<file path="src/mpsp_pkg.sv">
`default_nettype none

package mpsp_pkg;

    localparam int MAX_PAGES  = 16;
    localparam int PAGE_IDX_W = (MAX_PAGES > 1) ? $clog2(MAX_PAGES) : 1;
    localparam int OPEN_W     = $clog2(MAX_PAGES + 1);
    localparam int SIZE_W     = 13;
    localparam logic [SIZE_W-1:0] SIZE_RESET = 13'd4096;

    localparam logic       ACT_PACK  = 1'b0;
    localparam logic       ACT_CLEAR = 1'b1;

    localparam logic [1:0] ST_OK        = 2'd0;
    localparam logic [1:0] ST_FULL      = 2'd1;
    localparam logic [1:0] ST_TOO_LARGE = 2'd2;

    typedef struct packed {
        logic        action;
        logic [11:0] rect_width;
        logic [11:0] rect_height;
    } req_t;

    typedef struct packed {
        logic [1:0]  status;
        logic [3:0]  page_index;
        logic [11:0] pos_x;
        logic [11:0] pos_y;
    } res_t;

    typedef struct packed {
        logic [SIZE_W-1:0] free_x;
        logic [SIZE_W-1:0] top_y;
        logic [SIZE_W-1:0] tallest;
    } page_t;

    function automatic logic [3:0] to_page_field(input logic [PAGE_IDX_W-1:0] idx);
        logic [31:0] wide;
        wide = 32'(idx);
        return wide[3:0];
    endfunction

endpackage

`default_nettype wire

</file>
<file path="src/multi_page_shelf_packer_core.sv">
`default_nettype none

// Shelf packer for rectangles in square atlas pages.
// Command channel: a word on req is taken at a clock edge with start high and
// busy low. req.action selects pack (padded by one pixel each way) or clear.
// Result channel: done is high for exactly one cycle with the word on result;
// the receiver must take it then, it cannot stall the block.
// Configuration: cfg_data is the page size, written when cfg_valid is high;
// cfg_ready is always high. Write it only while the block is idle.
// Flow: a clear, or a pack with no page open, gives its result in the cycle
// after acceptance. Otherwise the page table memory is read one page per
// cycle from page 0 up: a pack lands on the first open page that fits it, and
// one that fits none opens a new page or, with all pages open, reports full.
// busy stays high until the result is written, so the next word may be taken
// in the cycle that done is high.
// The per-page table lies in a single-port-read memory with a registered
// read; its rate sets the one-page-per-cycle scan.
// Reset clears the page count and sets the page size to 4096; the memory is
// not cleared, since only opened pages are ever read.

module multi_page_shelf_packer_core (
    input  wire logic          clk,
    input  wire logic          rst_n,
    input  wire logic          start,
    output logic               busy,
    input  wire mpsp_pkg::req_t req,
    output logic               done,
    output mpsp_pkg::res_t     result,
    input  wire logic          cfg_valid,
    output logic               cfg_ready,
    input  wire logic [12:0]   cfg_data
);
    import mpsp_pkg::*;

    localparam logic S_IDLE = 1'b0;
    localparam logic S_SCAN = 1'b1;

    logic                  state_reg, state_next;
    logic [OPEN_W-1:0]     open_pages_reg, open_pages_next;
    logic [PAGE_IDX_W-1:0] idx_reg, idx_next;
    logic [SIZE_W-1:0]     pw_reg, pw_next;
    logic [SIZE_W-1:0]     ph_reg, ph_next;
    logic [SIZE_W-1:0]     page_size_reg;
    logic                  done_reg, done_next;
    res_t                  result_reg, result_next;

    page_t                 page_mem [MAX_PAGES];
    page_t                 rd_data_reg;
    logic                  mem_we;
    logic [PAGE_IDX_W-1:0] mem_waddr;
    logic [PAGE_IDX_W-1:0] mem_raddr;
    page_t                 mem_wdata;

    logic                  accept;
    logic [SIZE_W-1:0]     cur_pw, cur_ph;
    logic [OPEN_W-1:0]     next_idx;
    logic                  last_page;
    logic                  atlas_full;
    logic                  too_large;
    logic                  fit_row, fit_new;
    logic [SIZE_W:0]       row_end_x, row_end_y, next_y;
    logic [SIZE_W+1:0]     new_end_y;

    assign accept    = start && (state_reg == S_IDLE);
    assign busy      = (state_reg != S_IDLE);
    assign done      = done_reg;
    assign result    = result_reg;
    assign cfg_ready = 1'b1;

    assign cur_pw = (state_reg == S_IDLE) ? (13'(req.rect_width) + 13'd1) : pw_reg;
    assign cur_ph = (state_reg == S_IDLE) ? (13'(req.rect_height) + 13'd1) : ph_reg;

    assign next_idx   = OPEN_W'(idx_reg) + OPEN_W'(1);
    assign last_page  = (next_idx >= open_pages_reg);
    assign atlas_full = (open_pages_reg == OPEN_W'(MAX_PAGES));
    assign too_large  = (cur_pw > page_size_reg) || (cur_ph > page_size_reg);

    assign row_end_x = 14'(rd_data_reg.free_x) + 14'(cur_pw);
    assign row_end_y = 14'(rd_data_reg.top_y) + 14'(cur_ph);
    assign next_y    = 14'(rd_data_reg.top_y) + 14'(rd_data_reg.tallest);
    assign new_end_y = 15'(next_y) + 15'(cur_ph);
    assign fit_row   = (row_end_x <= 14'(page_size_reg)) && (row_end_y <= 14'(page_size_reg));
    assign fit_new   = (cur_pw <= page_size_reg) && (new_end_y <= 15'(page_size_reg));

    always_comb
    begin
        state_next      = state_reg;
        open_pages_next = open_pages_reg;
        idx_next        = idx_reg;
        pw_next         = pw_reg;
        ph_next         = ph_reg;
        done_next       = 1'b0;
        result_next     = result_reg;
        mem_we          = 1'b0;
        mem_waddr       = open_pages_reg[PAGE_IDX_W-1:0];
        mem_wdata       = '0;
        mem_raddr       = '0;

        unique case (state_reg)
            S_IDLE:
            begin
                if (accept)
                begin
                    pw_next  = cur_pw;
                    ph_next  = cur_ph;
                    idx_next = '0;
                    if (req.action == ACT_CLEAR)
                    begin
                        open_pages_next = '0;
                        done_next       = 1'b1;
                        result_next     = '{ST_OK, 4'd0, 12'd0, 12'd0};
                    end
                    else if (open_pages_reg == '0)
                    begin
                        done_next = 1'b1;
                        mem_we    = 1'b1;
                        open_pages_next = open_pages_reg + OPEN_W'(1);
                        if (too_large)
                        begin
                            mem_wdata   = '0;
                            result_next = '{ST_TOO_LARGE, 4'd0, 12'd0, 12'd0};
                        end
                        else
                        begin
                            mem_wdata   = '{cur_pw, 13'd0, cur_ph};
                            result_next = '{ST_OK,
                                            to_page_field(open_pages_reg[PAGE_IDX_W-1:0]),
                                            12'd0, 12'd0};
                        end
                    end
                    else
                    begin
                        mem_raddr  = '0;
                        state_next = S_SCAN;
                    end
                end
            end
            S_SCAN:
            begin
                mem_raddr = next_idx[PAGE_IDX_W-1:0];
                if (fit_row)
                begin
                    mem_we    = 1'b1;
                    mem_waddr = idx_reg;
                    mem_wdata = '{row_end_x[SIZE_W-1:0], rd_data_reg.top_y,
                                  (cur_ph > rd_data_reg.tallest) ? cur_ph
                                                                 : rd_data_reg.tallest};
                    done_next   = 1'b1;
                    result_next = '{ST_OK, to_page_field(idx_reg),
                                    rd_data_reg.free_x[11:0], rd_data_reg.top_y[11:0]};
                    state_next  = S_IDLE;
                end
                else if (fit_new)
                begin
                    mem_we    = 1'b1;
                    mem_waddr = idx_reg;
                    mem_wdata = '{cur_pw, next_y[SIZE_W-1:0], cur_ph};
                    done_next   = 1'b1;
                    result_next = '{ST_OK, to_page_field(idx_reg), 12'd0, next_y[11:0]};
                    state_next  = S_IDLE;
                end
                else if (!last_page)
                begin
                    idx_next = next_idx[PAGE_IDX_W-1:0];
                end
                else
                begin
                    done_next  = 1'b1;
                    state_next = S_IDLE;
                    if (atlas_full)
                    begin
                        result_next = '{ST_FULL, 4'd0, 12'd0, 12'd0};
                    end
                    else
                    begin
                        mem_we          = 1'b1;
                        open_pages_next = open_pages_reg + OPEN_W'(1);
                        if (too_large)
                        begin
                            mem_wdata   = '0;
                            result_next = '{ST_TOO_LARGE, 4'd0, 12'd0, 12'd0};
                        end
                        else
                        begin
                            mem_wdata   = '{cur_pw, 13'd0, cur_ph};
                            result_next = '{ST_OK,
                                            to_page_field(open_pages_reg[PAGE_IDX_W-1:0]),
                                            12'd0, 12'd0};
                        end
                    end
                end
            end
            default:
            begin
                state_next = S_IDLE;
            end
        endcase
    end

    always_ff @(posedge clk)
    begin
        if (mem_we)
        begin
            page_mem[mem_waddr] <= mem_wdata;
        end
        rd_data_reg <= page_mem[mem_raddr];
    end

    always_ff @(posedge clk or negedge rst_n)
    begin
        if (!rst_n)
        begin
            state_reg      <= S_IDLE;
            open_pages_reg <= '0;
            idx_reg        <= '0;
            done_reg       <= 1'b0;
            page_size_reg  <= SIZE_RESET;
        end
        else
        begin
            state_reg      <= state_next;
            open_pages_reg <= open_pages_next;
            idx_reg        <= idx_next;
            done_reg       <= done_next;
            if (cfg_valid && cfg_ready)
            begin
                page_size_reg <= cfg_data;
            end
        end
    end

    always_ff @(posedge clk)
    begin
        pw_reg     <= pw_next;
        ph_reg     <= ph_next;
        result_reg <= result_next;
    end

    a_open_bound: assert property (@(posedge clk) disable iff (!rst_n)
        open_pages_reg <= OPEN_W'(MAX_PAGES))
        else $error("page count above limit");

    a_open_step: assert property (@(posedge clk) disable iff (!rst_n)
        (open_pages_reg != '0) && ($past(open_pages_reg) != open_pages_reg)
        |-> (open_pages_reg == $past(open_pages_reg) + OPEN_W'(1)))
        else $error("page count moved by more than one");

    a_done_cause: assert property (@(posedge clk) disable iff (!rst_n)
        done_reg |-> $past(accept || (state_reg == S_SCAN)))
        else $error("result without a request in flight");

    a_write_cause: assert property (@(posedge clk) disable iff (!rst_n)
        mem_we |-> (accept || (state_reg == S_SCAN)))
        else $error("page table written while idle");

    a_status_code: assert property (@(posedge clk) disable iff (!rst_n)
        done_reg |-> (result_reg.status == ST_OK || result_reg.status == ST_FULL
                      || result_reg.status == ST_TOO_LARGE))
        else $error("illegal status code");

    a_scan_range: assert property (@(posedge clk) disable iff (!rst_n)
        (state_reg == S_SCAN) |-> (OPEN_W'(idx_reg) < open_pages_reg))
        else $error("scan beyond open pages");

endmodule

`default_nettype wire

</file>
<file path="config.mk">
export PLATFORM = sky130hd
export DESIGN_NAME = multi_page_shelf_packer_core
export DESIGN_NICKNAME = d
export VERILOG_FILES = /design/src/mpsp_pkg.sv /design/src/multi_page_shelf_packer_core.sv
export SDC_FILE = /design/constraint.sdc
export NUM_CORES = 1
export LEC_CHECK = 0
export ABC_CLOCK_PERIOD_IN_PS = 7900
export BUFFER_PORTS_ARGS = -buffer_cell sky130_fd_sc_hd__buf_2
export CAP_MARGIN = 20
export CORE_MARGIN = 5
export CORE_UTILIZATION = 57
export DETAILED_ROUTE_END_ITERATION = 8
export PLACE_DENSITY = 0.76
export SETUP_SLACK_MARGIN = 0.5
export SYNTH_ARGS = -nofsm -noshare
export SYNTH_HDL_FRONTEND = slang
export SYNTH_SLANG_ARGS = --single-unit
</file>
<file path="constraint.sdc">
create_clock -name clk -period 7.9 [get_ports clk]
set_input_delay 1.58 -clock clk [delete_from_list [all_inputs] [get_ports clk]]
set_output_delay 1.58 -clock clk [all_outputs]
set_load 0.005 [all_outputs]
</file>
# Yosys cells after proc, flatten, opt, wreduce, memory -nomap -nowiden

Memory sizes are Yosys's and may differ from the RTL's. A register that Yosys moved wholly into a read port is not among the register bits.
Index checks and enable logic that the tools add are counted.

Add/subtract/negate cells: 8
Order comparisons: 8
Equal/unequal tests: 9
Mux-type cells: 61
Bitwise gates (word level): 1
Reduce and logical (&&, ||, !) cells: 9

Operator list:

| operator              | number |
|---|---|
| $mux 39               | 8 |
| $mux 30               | 8 |
| $pmux 39 s2           | 1 |
| $pmux 30 s2           | 1 |
| $add 13x13->14        | 3 |
| $gt 13x13->1          | 3 |
| $mux 13               | 3 |
| $mux 5                | 7 |
| $le 14x13->1          | 2 |
| $mux 4                | 7 |
| $add 12x1->13 const B | 2 |
| $mux 1                | 20 |
| $pmux 4 s2            | 2 |
| $add 14x13->15        | 1 |
| $le 15x13->1          | 1 |
| $le 13x13->1          | 1 |
| $ne 2x2->1 const B    | 5 |
| $pmux 5 s2            | 1 |
| $pmux 1 s2            | 3 |
| $reduce_and 6->1      | 1 |
| $add 4x1->5 const B   | 1 |
| $add 5x1->5 const B   | 1 |
| $eq 5x5->1 const B    | 1 |
| $ge 5x5->1            | 1 |
| 10 further kinds      | 12 |

Bits in registers: 80
Bits in writable memories: 624
Input bits: 42
Output and inout bits: 33
Word-level logic and storage cells: 108
Memories kept: 1

Memory list:

| memory   | words | width | rd ports | clocked after Yosys merged registers in | wr ports | line                               | source |
|---|---|---|---|---|---|---|---|
| page_mem | 16    | 39    | 1        | 1                                       | 1        | multi_page_shelf_packer_core.sv:47 | `page_t page_mem [MAX_PAGES];` |

# Logic depth before layout (Yosys ltp)

Depth after elaboration: 10
Gate-level depth with buffers: 27
Depth with buffers taken out: 24

# Worst setup path before layout

Ideal clock, no wire load.

Path kind: in2reg
Start point: input port req[2] (netlist bit)
End point: memory page_mem[0][0] (netlist bit), enable pin
Setup time: 453 ps
Arrival: 7591 ps
Data required time: 7447 ps
Slack: -144 ps
Stages: 21
Path through: and3_1 and3_1 nand4_1 or2_2 xor2_1 o21ai_0 ha_1 a21o_1 a21oi_1 nand2_1 a21oi_1 xnor2_1 ha_1 nand3_1 nor4_1 a21oi_1 a2111oi_0 o21ai_0 nand2_1 buf_2 mux2i_1

Cells in the longest elaborated chain, start to end: 10
Elaborated cells between the ends (all ways): 16

Ends and longest elaborated chain:

| element                      | line                                | source |
|---|---|---|
| start: declaration           | multi_page_shelf_packer_core.sv:26  | `input wire mpsp_pkg::req_t req,` |
| $add 12x1->13 (*)            | multi_page_shelf_packer_core.sv:71  | `assign cur_ph = (state_reg == S_IDLE) ? (13'(req.rect_height) + 13'd1) : ph_reg;` |
| $mux 13 (*)                  | multi_page_shelf_packer_core.sv:71  |  |
| via cur_ph[9]                | multi_page_shelf_packer_core.sv:55  | `logic [SIZE_W-1:0] cur_pw, cur_ph;` |
| $add 14x13->15               | multi_page_shelf_packer_core.sv:81  | `assign new_end_y = 15'(next_y) + 15'(cur_ph);` |
| $le 15x13->1                 | multi_page_shelf_packer_core.sv:83  | `assign fit_new = (cur_pw <= page_size_reg) && (new_end_y <= 15'(page_size_reg));` |
| $logic_and 1x1->1            | multi_page_shelf_packer_core.sv:83  |  |
| $mux 1                       | multi_page_shelf_packer_core.sv:153 | `else if (fit_new)` |
| $mux 1                       | multi_page_shelf_packer_core.sv:141 | `if (fit_row)` |
| $pmux 1 s2                   | multi_page_shelf_packer_core.sv:99  | `unique case (state_reg)` |
| $mux 1                       | multi_page_shelf_packer_core.sv:202 | `if (mem_we)` |
| $mux 1 (not written as such) | multi_page_shelf_packer_core.sv:204 | `page_mem[mem_waddr] <= mem_wdata;` |
| end: declaration             | multi_page_shelf_packer_core.sv:47  |  |

Mark *: on every way through the listed nets, which the timed path passes. The rest lies on a longest branch.

# Final worst setup path

Start point: input port req[14] (netlist bit)
End point: memory page_mem[14][16] (netlist bit), enable pin

Cells in the longest elaborated chain, start to end: 9
Elaborated cells between the ends (all ways): 15

Ends and longest elaborated chain:

| element                                                  | line                                                                    | source |
|---|---|---|
| $add 12x1->13 (*)                                        | multi_page_shelf_packer_core.sv:70                                      | `assign cur_pw = (state_reg == S_IDLE) ? (13'(req.rect_width) + 13'd1) : pw_reg;` |
| $mux 13 (*)                                              | multi_page_shelf_packer_core.sv:70                                      |  |
| via cur_pw[5]                                            | multi_page_shelf_packer_core.sv:55                                      |  |
| $add 13x13->14 / $le 13x13->1 (equally long branches)    | multi_page_shelf_packer_core.sv:78, multi_page_shelf_packer_core.sv:83  |  |
| $le 14x13->1 / $logic_and 1x1->1 (equally long branches) | multi_page_shelf_packer_core.sv:82, multi_page_shelf_packer_core.sv:83  |  |
| $logic_and 1x1->1 / $mux 1 (equally long branches)       | multi_page_shelf_packer_core.sv:82, multi_page_shelf_packer_core.sv:153 |  |
| $mux 1                                                   | multi_page_shelf_packer_core.sv:141                                     |  |
| $pmux 1 s2                                               | multi_page_shelf_packer_core.sv:99                                      |  |
| $mux 1                                                   | multi_page_shelf_packer_core.sv:202                                     |  |
| $mux 1 (not written as such)                             | multi_page_shelf_packer_core.sv:204                                     |  |

Marks and branches as above.

==> flow_summary.ini <==
[outcome]
status = finished clean

[place]
port_buffers = 73
post-dp-hpwl_um = 58900
dpl.cell_count = 3519
post-place-ws_ps = 142
dpl_cell_area_um2 = 36200
place_congestion = 0.958

[clocking]
clk_pin_slew_ps = 60
clk_latency_ps = 630
clockBufferDepth = 3
cts_inserted_buffers = 74
cts_sinks = 743
cts_tree = done
cts_root_buf = clkbuf_16
htree_levels = 3

[setup_path]
critPathKind = in2reg
r2r_slack_ps = 1350
end_kind = register
path_max_fanout = 39
critPathMaxStageDelay_ps = 750
cp_slowest_cell = o311ai_0
required_ps = 8200
crit_path_start_kind = input pin
worstSetupStartpoint = req[14]
critPathArrivalTime_ps = 7410
reg2reg_from = rd_data_reg[13]
crit_buf_inv = 3
cp_cell_sequence = buf_2 -> nand3_1 -> nor2_1 -> xnor2_1 -> o21ai_0 -> ha_1 -> nor3_1 -> a211oi_1 -> o311ai_0 -> a21oi_1 -> xor2_1 -> ha_1 -> nand3_1 -> nor4_1 -> a21o_1 -> a31oi_1 -> a211oi_1 -> nand2_1 -> nand2_2 -> buf_12 -> mux2i_4 -> buf_12
crit_family = compound AO/OA/AOI/OAI gates

[final_layout]
multi_input_area_um2 = 11800
regArea_um2 = 21800
final_cells = 3652
fillCellCount = 4192
area_growth_syn_to_layout_pct = 12.7
layout.nets = 3010
layout-drive-gt1-share_pct = 11.4
largest_reg_flops = 624
stdcell_area_um2 = 38600

[die]
coreArea_um2 = 59200
die_w_um = 255
start_util_pct = 57.8
die_area_um2 = 65000
ioPinCount = 75
die_h_um = 255
num_rows = 89

[routing]
drc_errors = 0
firstDrtPassIters = 6
wl_per_cell_um = 25.0
vias_per_cell = 6.49
postRouteAntennaNets = 0
dr.first_iter.drc_count = 3105
vias = 23700
totalWireLength_um = 91100

[global_routing]
grt_pass1_vias = 22600
grt_antenna_before_repair = 1
grt_max_degree = 189
grt-busiest-layer = met2
grtUsageMet3_pct = 5.52
grt_use_met1_pct = 39.9
use_met2_pct = 42.2
grt_util_all_layers_pct = 27.6
grt_pass1_wl_um = 137000
grt_remaining_overflow = 0

[timing]
setup_viol = 0
rsz0062_at_grt = no
tightest_slew_ps = 1100
finalHoldViolCount = 0
hold_ws_ps = 581
post-route-period-util_pct = 90.1
timing.fmax_mhz = 141
max_slew_margin_pct = 26.6
finClkSkew_ps = 25.4
worst_slack_ps = 785
drv_slew = 0
period_minus_slack_ps = 7110

[power]
power_density_nw_per_um2 = 455
ir_worst_vdd_uv = 358
p_leak_nw = 13.7

[synth]
synth_seq_cells = 743
syn-instance-count = 2736
ys_seq_area_share_pct = 63.7
ys_async_sr_fraction_pct = 3.23
synth_fp_nets = 2922
ys_types = 73
synth_edf_count = 680
avgSynthCellArea_um2 = 12.5
synth_area_um2 = 34200
yosysWarnings = 0
ys.flop_type = edfxtp_1

[flow_run]
maxCapViolCount = 0

[worst_hold_path]
min-delay-start = rd_data_reg[26]
hp-class = reg2reg
-- worst reg2reg max path, stage by stage, from the launching register on --
cell       delay (ps)
dfxtp_1           420
ha_1              240
inv_1              70
fa_1              390
nor2b_1           170
o31a_1            220
o21a_1            140
nor2_1             50
xnor2_1           390
ha_1              390
and4_1            220
a21oi_1           230
nand2_1           100
a21oi_1           230
o21ai_0           170
xor2_1            180
ha_1              310
nand3_1            70
nor4_1            260
a21oi_1           100
a2111oi_0         480
buf_4             200
o21ai_0           140
nand2_2           130
buf_12            250
mux2i_4           350
buf_12            290
-- logic make-up (layout without fill, tap and decap cells) --
group	Yosys count	after routing	share of synthesized area (%)
adders and majority gates	144	144	5.35
and+or+nand+nor	790	790	10.8
muxes	39	39	1.49
other	1	2	0.0110
DFF	743	743	63.7
buffers and inverters	226	368	2.62
AOI/OAI and AO/OA	732	732	14.5
xor gates and xnor gates	61	61	1.56
-- per-stage QoR --
step	setup TNS, ps	total power (W)	util, %
after detailed placement	0	0.0139	61.0
after global placement	0	0.0137	61.0
after global routing	0	0.0185	65.1
final	0	0.0175	65.1
after floorplan	-33590	0.0111	-
after CTS	0	0.0174	65.0
-- cell usage after synthesis, types with 17 or more instances --
| master | number | area, um2 |
|---|---|---|
| edfxtp_1 | 680 | 20400 |
| nand2_1 | 434 | 1630 |
| a211oi_1 | 199 | 1490 |
| a21oi_1 | 163 | 816 |
| nor2b_1 | 161 | 1010 |
| ha_1 | 140 | 1750 |
| clkbuf_1 | 137 | 514 |
| o21ai_0 | 88 | 440 |
| a31oi_1 | 79 | 494 |
| a311oi_1 | 72 | 631 |
| inv_1 | 63 | 236 |
| nor2_1 | 50 | 188 |
| nand3_1 | 49 | 245 |
| xnor2_1 | 40 | 350 |
| dfxtp_1 | 39 | 781 |
| and3_1 | 29 | 181 |
| mux2i_1 | 25 | 250 |
| dfrtp_1 | 23 | 576 |
| a21o_1 | 21 | 158 |
| xor2_1 | 21 | 184 |
| a22oi_1 | 20 | 150 |
| o2111ai_1 | 17 | 149 |
-- area by class of cell --
cell class	instances	share of cell area, %
inverter	64	0.623
timing repair buffer	174	3.68
antenna	1	0.00649
sequential	743	56.6
tap	773	2.51
multi-input combinational	1767	30.5
clock buffer	97	5.16
clock inverter	33	0.938
-- cells in the final DEF, fill, tap and decap left out, types with 74 or more instances in the layout --
master / n
o21ai_0: 87
nand2_1: 430
buf_4: 78
a21oi_1: 161
clkbuf_16: 74
a31oi_1: 79
a211oi_1: 199
nor2b_1: 161
ha_1: 140
edfxtp_1: 680
-- routing by layer --
layer	share of wire [%]	routed length, um	up-vias
met5	0.087	79	-
met4	4.1	3770	4
met3	9.9	9060	220
met2	45	41000	1287
met1	41	37300	11600
li1	-	-	10600
-- where the power goes --
| part | leakage, nW | internal, W | total [W] | switching, W |
|---|---|---|---|---|
| registers | 6.96 | 0.00560 | 0.00588 | 0.000286 |
| logic | 5.58 | 0.00280 | 0.00821 | 0.00540 |
| clock network | 1.14 | 0.00197 | 0.00345 | 0.00147 |
| total | 13.7 | 0.0104 | 0.0175 | 0.00716 |
-- final timing paths --
path	to	cells after the start
max in group asynchronous	idx_reg[0]	1
max reg2reg	page_mem[14][16]	26
min	result[12]	1
min reg2reg	result[12]	1
max	page_mem[14][16]	22
min in group asynchronous	idx_reg[0]	1
-- what timing repair did --
item,in CTS,in global routing
hold buffers,0,0
setup endpoints to repair,0,606
endpoints found under the hold margin,0,0
gates resized for setup,0,1
buffers inserted,0,0
Power figures use the tool's default switching activity.
